===== config.mk =====
export PLATFORM = sky130hd
export DESIGN_NAME = sts_merge
export DESIGN_NICKNAME = d
export VERILOG_FILES = /design/src/hw/rtl/sts_pkg.sv /design/src/hw/rtl/sts_merge.sv
export SDC_FILE = /design/constraint.sdc
export NUM_CORES = 1
export LEC_CHECK = 0
export BUFFER_PORTS_ARGS = -buffer_cell sky130_fd_sc_hd__buf_2
export CAP_MARGIN = 10
export CORE_UTILIZATION = 25
export DETAILED_ROUTE_END_ITERATION = 16
export PLACE_DENSITY = 0.62
export SETUP_SLACK_MARGIN = 0.02
export SKIP_CTS_REPAIR_TIMING = 1
export SYNTH_ARGS = -nofsm -noshare
export SYNTH_HDL_FRONTEND = slang
export SYNTH_SLANG_ARGS = --single-unit

===== constraint.sdc =====
create_clock -name clk_i -period 0.8 [get_ports clk_i]
set_input_delay 0.12 -clock clk_i [delete_from_list [all_inputs] [get_ports clk_i]]
set_output_delay 0.12 -clock clk_i [all_outputs]
set_load 0.02 [all_outputs]

===== src/hw/rtl/sts_pkg.sv =====
// sts_pkg: shared types, constants and the envelope follower function of the
// stereo transient shaper. No dependencies.
`default_nettype none

package sts_pkg;

  // fixed frame layout and field widths
  localparam int unsigned NUM_CH          = 2;
  localparam int unsigned DEF_CHANNELS    = 2;
  localparam int unsigned DEF_SAMPLE_BITS = 24;
  localparam int unsigned ENV_W           = 25;
  localparam int unsigned COEF_W          = 24;
  localparam int unsigned FACTOR_W        = 16;
  localparam int unsigned GAIN_W          = 16;
  localparam int unsigned CFG_IDX_W       = 3;
  localparam int unsigned CFG_DATA_W      = 24;

  // envelope full scale, 1.0 in Q1.24
  localparam logic [ENV_W-1:0] ENV_ONE = 25'h100_0000;

  // register indexes
  localparam logic [CFG_IDX_W-1:0] REG_ATK_FAST = 3'd0;
  localparam logic [CFG_IDX_W-1:0] REG_ATK_SLOW = 3'd1;
  localparam logic [CFG_IDX_W-1:0] REG_RELEASE  = 3'd2;
  localparam logic [CFG_IDX_W-1:0] REG_FACTOR   = 3'd3;
  localparam logic [CFG_IDX_W-1:0] REG_GAIN     = 3'd4;
  localparam logic [CFG_IDX_W-1:0] REG_SOLO     = 3'd5;
  localparam logic [CFG_IDX_W-1:0] REG_BYPASS   = 3'd6;

  // register reset values
  localparam logic [COEF_W-1:0]          RST_ATK_FAST = 24'd15099494;
  localparam logic [COEF_W-1:0]          RST_ATK_SLOW = 24'd16609443;
  localparam logic [COEF_W-1:0]          RST_RELEASE  = 24'd16760439;
  localparam logic signed [FACTOR_W-1:0] RST_FACTOR   = 16'sd4096;
  localparam logic [GAIN_W-1:0]          RST_GAIN     = 16'd4096;

  // configuration seen by every lane
  typedef struct packed {
    logic [COEF_W-1:0]          atk_fast;
    logic [COEF_W-1:0]          atk_slow;
    logic [COEF_W-1:0]          rel;
    logic signed [FACTOR_W-1:0] factor;
    logic [GAIN_W-1:0]          gain;
    logic                       solo;
    logic                       bypass;
  } sts_cfg_t;

  // per-step strobes from the sequencer to the lanes
  typedef struct packed {
    logic step_env;
    logic step_xd;
    logic step_term;
  } sts_ctrl_t;

  // one peak follower update: attack above the envelope, release below,
  // rounded and clipped to [0, 1.0]
  function automatic logic [ENV_W-1:0] sts_follow(
    input logic [ENV_W-1:0]  env,
    input logic [ENV_W-1:0]  v,
    input logic [COEF_W-1:0] atk,
    input logic [COEF_W-1:0] rel
  );
    logic [COEF_W-1:0]       c;
    logic signed [ENV_W:0]   diff;
    logic signed [51:0]      prod;
    logic signed [51:0]      rnd;
    logic signed [ENV_W+2:0] n;
    logic [ENV_W-1:0]        res;
    c    = (v > env) ? atk : rel;
    diff = $signed({1'b0, env}) - $signed({1'b0, v});
    prod = 52'($signed({1'b0, c})) * 52'(diff);
    rnd  = (prod + 52'sd8388608) >>> 24;
    n    = $signed({3'b000, v}) + $signed(rnd[ENV_W+2:0]);
    if (n < 0) begin
      res = '0;
    end else if (n > $signed({3'b000, ENV_ONE})) begin
      res = ENV_ONE;
    end else begin
      res = n[ENV_W-1:0];
    end
    return res;
  endfunction

endpackage

`default_nettype wire


===== src/hw/rtl/sts_merge.sv =====
// sts_merge: output register that gathers the lane results into one frame
// and runs the output valid/stall handshake. Depends on sts_pkg.
`default_nettype none

module sts_merge #(
  parameter int unsigned SAMPLE_BITS = sts_pkg::DEF_SAMPLE_BITS
) (
  input  wire logic                          clk_i,
  input  wire logic                          rst_ni,
  input  wire logic                          load_i,
  input  wire logic signed [SAMPLE_BITS-1:0] res_i [sts_pkg::NUM_CH],
  input  wire logic                          out_stall_i,
  output logic                               out_free_o,
  output logic                               out_valid_o,
  output logic signed [SAMPLE_BITS-1:0]      left_result_o,
  output logic signed [SAMPLE_BITS-1:0]      right_result_o
);

  logic                         valid_q, valid_d;
  logic signed [SAMPLE_BITS-1:0] left_q, right_q;

  // register can take a frame when empty or being drained this cycle
  assign out_free_o = !valid_q || !out_stall_i;

  always_comb begin
    valid_d = valid_q;
    if (load_i) begin
      valid_d = 1'b1;
    end else if (valid_q && !out_stall_i) begin
      valid_d = 1'b0;
    end
  end

  always_ff @(posedge clk_i or negedge rst_ni) begin
    if (!rst_ni) begin
      valid_q <= 1'b0;
    end else begin
      valid_q <= valid_d;
    end
  end

  // frame payload
  always_ff @(posedge clk_i) begin
    if (load_i) begin
      left_q  <= res_i[0];
      right_q <= res_i[1];
    end
  end

  assign out_valid_o    = valid_q;
  assign left_result_o  = left_q;
  assign right_result_o = right_q;

endmodule

`default_nettype wire


==> results.yml <==
place:
  port_buffers: 101
  worst_setup_slack_post_dpl_ps: 23.61
  place.detailed.instances: 226
  globalplace.congestion: 0.6328
clock_network:
  clk_path_buf_depth: 2
  clock_tree.root_cell: "clkbuf_8"
  tritoncts: "done"
  htree_levels: 2
  cts_sinks: 49
  cts_made_buffers: 5
  clk_transition_reported_paths_ps: 80
  clkLatencyLatePin_ps: 290
synthesis:
  postSynthCellCount: 51
  synth_largest_type_area_fraction_pct: 97.54
  yosysUniqueCellTypes: 4
  synthesis.area_um2: 1478
  synth-async-reset-ratio_pct: 2.041
  synth_enable_flop_cells: 48
  synth.avg_cell_area_um2: 28.97
  yosys_warnings: 0
  top_flip_flop_cell_by_instance_count_after_synthesis: "edfxtp_1"
  synth-seq-cells: 49
  synth_most_common_cell: "edfxtp_1"
  synth_common_cells: "48 x edfxtp_1, 1 x a21o_1, 1 x dfrtp_1, 1 x nand2_1"
  synthesis.nets: 103
  yosysTopAreaCell: "edfxtp_1"
  synthTopCellsByArea: "edfxtp_1 98%, dfrtp_1 1.7%, a21o_1 0.51%"
  synth_seq_area_share_pct: 99.24
worst_hold_path:
  min_path_cells: 1
  holdCritPathClass: "in2reg"
floorplan:
  die_x_um: 78.88
  die_y_um: 78.88
  floorplan.rows: 27
  floorplan.initialDensity_pct: 26.35
  top_level_ports: 102
  core_box_area_um2: 5608
  die_area_um2: 6222
global_route:
  wire_length_of_the_first_global_routing_pass_mm: 3.850
  antenna_found_initial: 0
  first_global_vias: 879
  track_usage_pct: 8.518
  grt_overflow: 0
  grt_start_max_net_pins: 28
layout:
  multi_input_comb_area_um2: 11.26
  nNetsFinal: 261
  post-route-util_pct: 50.71
  antenna_cells: 0
  layout.filler_cells: 490
  final_layout_size_suffix_gt1_share_pct: 51.90
  synthToLayoutAreaGrowth_pct: 92.46
  final_cell_count_no_fill: 282
  ff_latch_area_um2: 1466
drt:
  detail_route.wl_per_cell_um: 11.64
  route.detailed.drc: 0
  detail-route-antenna-nets: 0
  post_drt_via_cell_ratio: 3.809
  vias: 1074
  first_pass_iters: 4
  detail_route.wirelength_mm: 3.283
  drt_iter0_drc: 30
critical_path:
  reg2reg_depth: 1
  crit_slowest_cell: "dfrtp_1"
  crit_path_max_fanout: 3
  path_class: "reg2out"
  start_kind: "register"
  path_cells: "nand2_1, buf_6"
  crit_arrival_ps: 890
  critical-path-max-stage-delay_ps: 400
  cp.required_ps: 680
  worst_setup_ep_type: "output pin"
run_status:
  run_status: "finished with violations"
  violations: "negative setup slack"
sta:
  hold_ws_ps: 10.99
  worst_slack_ps: -211.0
  maxSlewViolCount: 0
  max_freq_mhz: 989.1
  timing_hold_violations_final: 0
  finalCritPeriodShare_pct: 126.4
  timing.final.crit_period_ps: 1011
  final_setup_fails: 50
  rsz0062_at_grt: "true"
  worst_slew_margin_rel_pct: 90.20
  skew_ps: 0
  worstMarginPinSlew_ps: 147.1
flow_run:
  cap_violations: 0
pwr:
  p_per_area_nw_per_um2: 1893
  p_leak_nw: 1.205
  ir_drop_mv: 0.8152
[logic make-up after synthesis]
family / synth area share [%]
AOI/OAI and AO/OA: 0.5082
DFF: 99.24
and+or+nand+nor: 0.2538
[critical path: cells and delay by family, from the launching register on]
kind | cells | cell delay, ps
buffers and inverters | 1 | 110
DFF | 1 | 400
and+or+nand+nor | 1 | 80
[stage by stage]
step | setup TNS, ps | cell area (µm²) | power (mW)
after global routing | -9252 | 2844 | 5.628
final | -7179 | 2844 | 5.385
after CTS | -7846 | 2195 | 5.132
after floorplan | 0 | 1478 | 3.427
after detailed placement | 0 | 2113 | 3.795
after global placement | 0 | 2113 | 3.788
[sequential cells by signal, indices dropped and copies added (netlist names)]
name            cells
left_result_o      24
out_valid_o         1
right_result_o     24
[worst paths after layout]
path	end	start	slack, ps
setup / recovery	out_free_o	out_valid_o$_DFFE_PN0P_	-210
hold / removal	right_result_o[9]$_DFFE_PP_	res_i[9]	10
setup reg to reg	out_valid_o$_DFFE_PN0P_	out_valid_o$_DFFE_PN0P_	130
hold reg to reg	out_valid_o$_DFFE_PN0P_	out_valid_o$_DFFE_PN0P_	530
max in group asynchronous	out_valid_o$_DFFE_PN0P_	rst_ni	600
min in group asynchronous	out_valid_o$_DFFE_PN0P_	rst_ni	120
[cell type report]
| cell class | count | share of cell area, % |
|---|---|---|
| Clock inverter | 3 | 0.4399 |
| Sequential cell | 49 | 51.56 |
| Tap cell | 72 | 3.168 |
| Timing Repair Buffer | 151 | 42.02 |
| Clock buffer | 5 | 2.420 |
| Multi-Input combinational cell | 2 | 0.3960 |
[metal layers]
metal / up-vias / wire [µm] / GRT usage, %
met2: 61 / 1714 / 13.48
met4: 0 / 44 / 4.182
met3: 5 / 307 / 5.862
met1: 490 / 1216 / 8.464
li1: 518 / - / -
met5: - / 0 / 0
[cells in the final DEF, fill, tap and decap left out]
cell	instances
dlygate4sd3_1	48
buf_12	2
nand2_1	1
clkinv_2	1
a21o_1	1
buf_2	74
clkinv_1	2
buf_6	27
edfxtp_1	48
dfrtp_1	1
clkbuf_8	5
[where the power goes]
group | internal (mW) | total [mW] | switching (mW) | leakage (nW)
Sequential | 3.04 | 3.11 | 0.0693 | 0.481
Clock | 0.589 | 1.32 | 0.734 | 0.0430
Combinational | 0.512 | 0.952 | 0.440 | 0.681
Note: power is estimated with default switching activity, not from simulation.
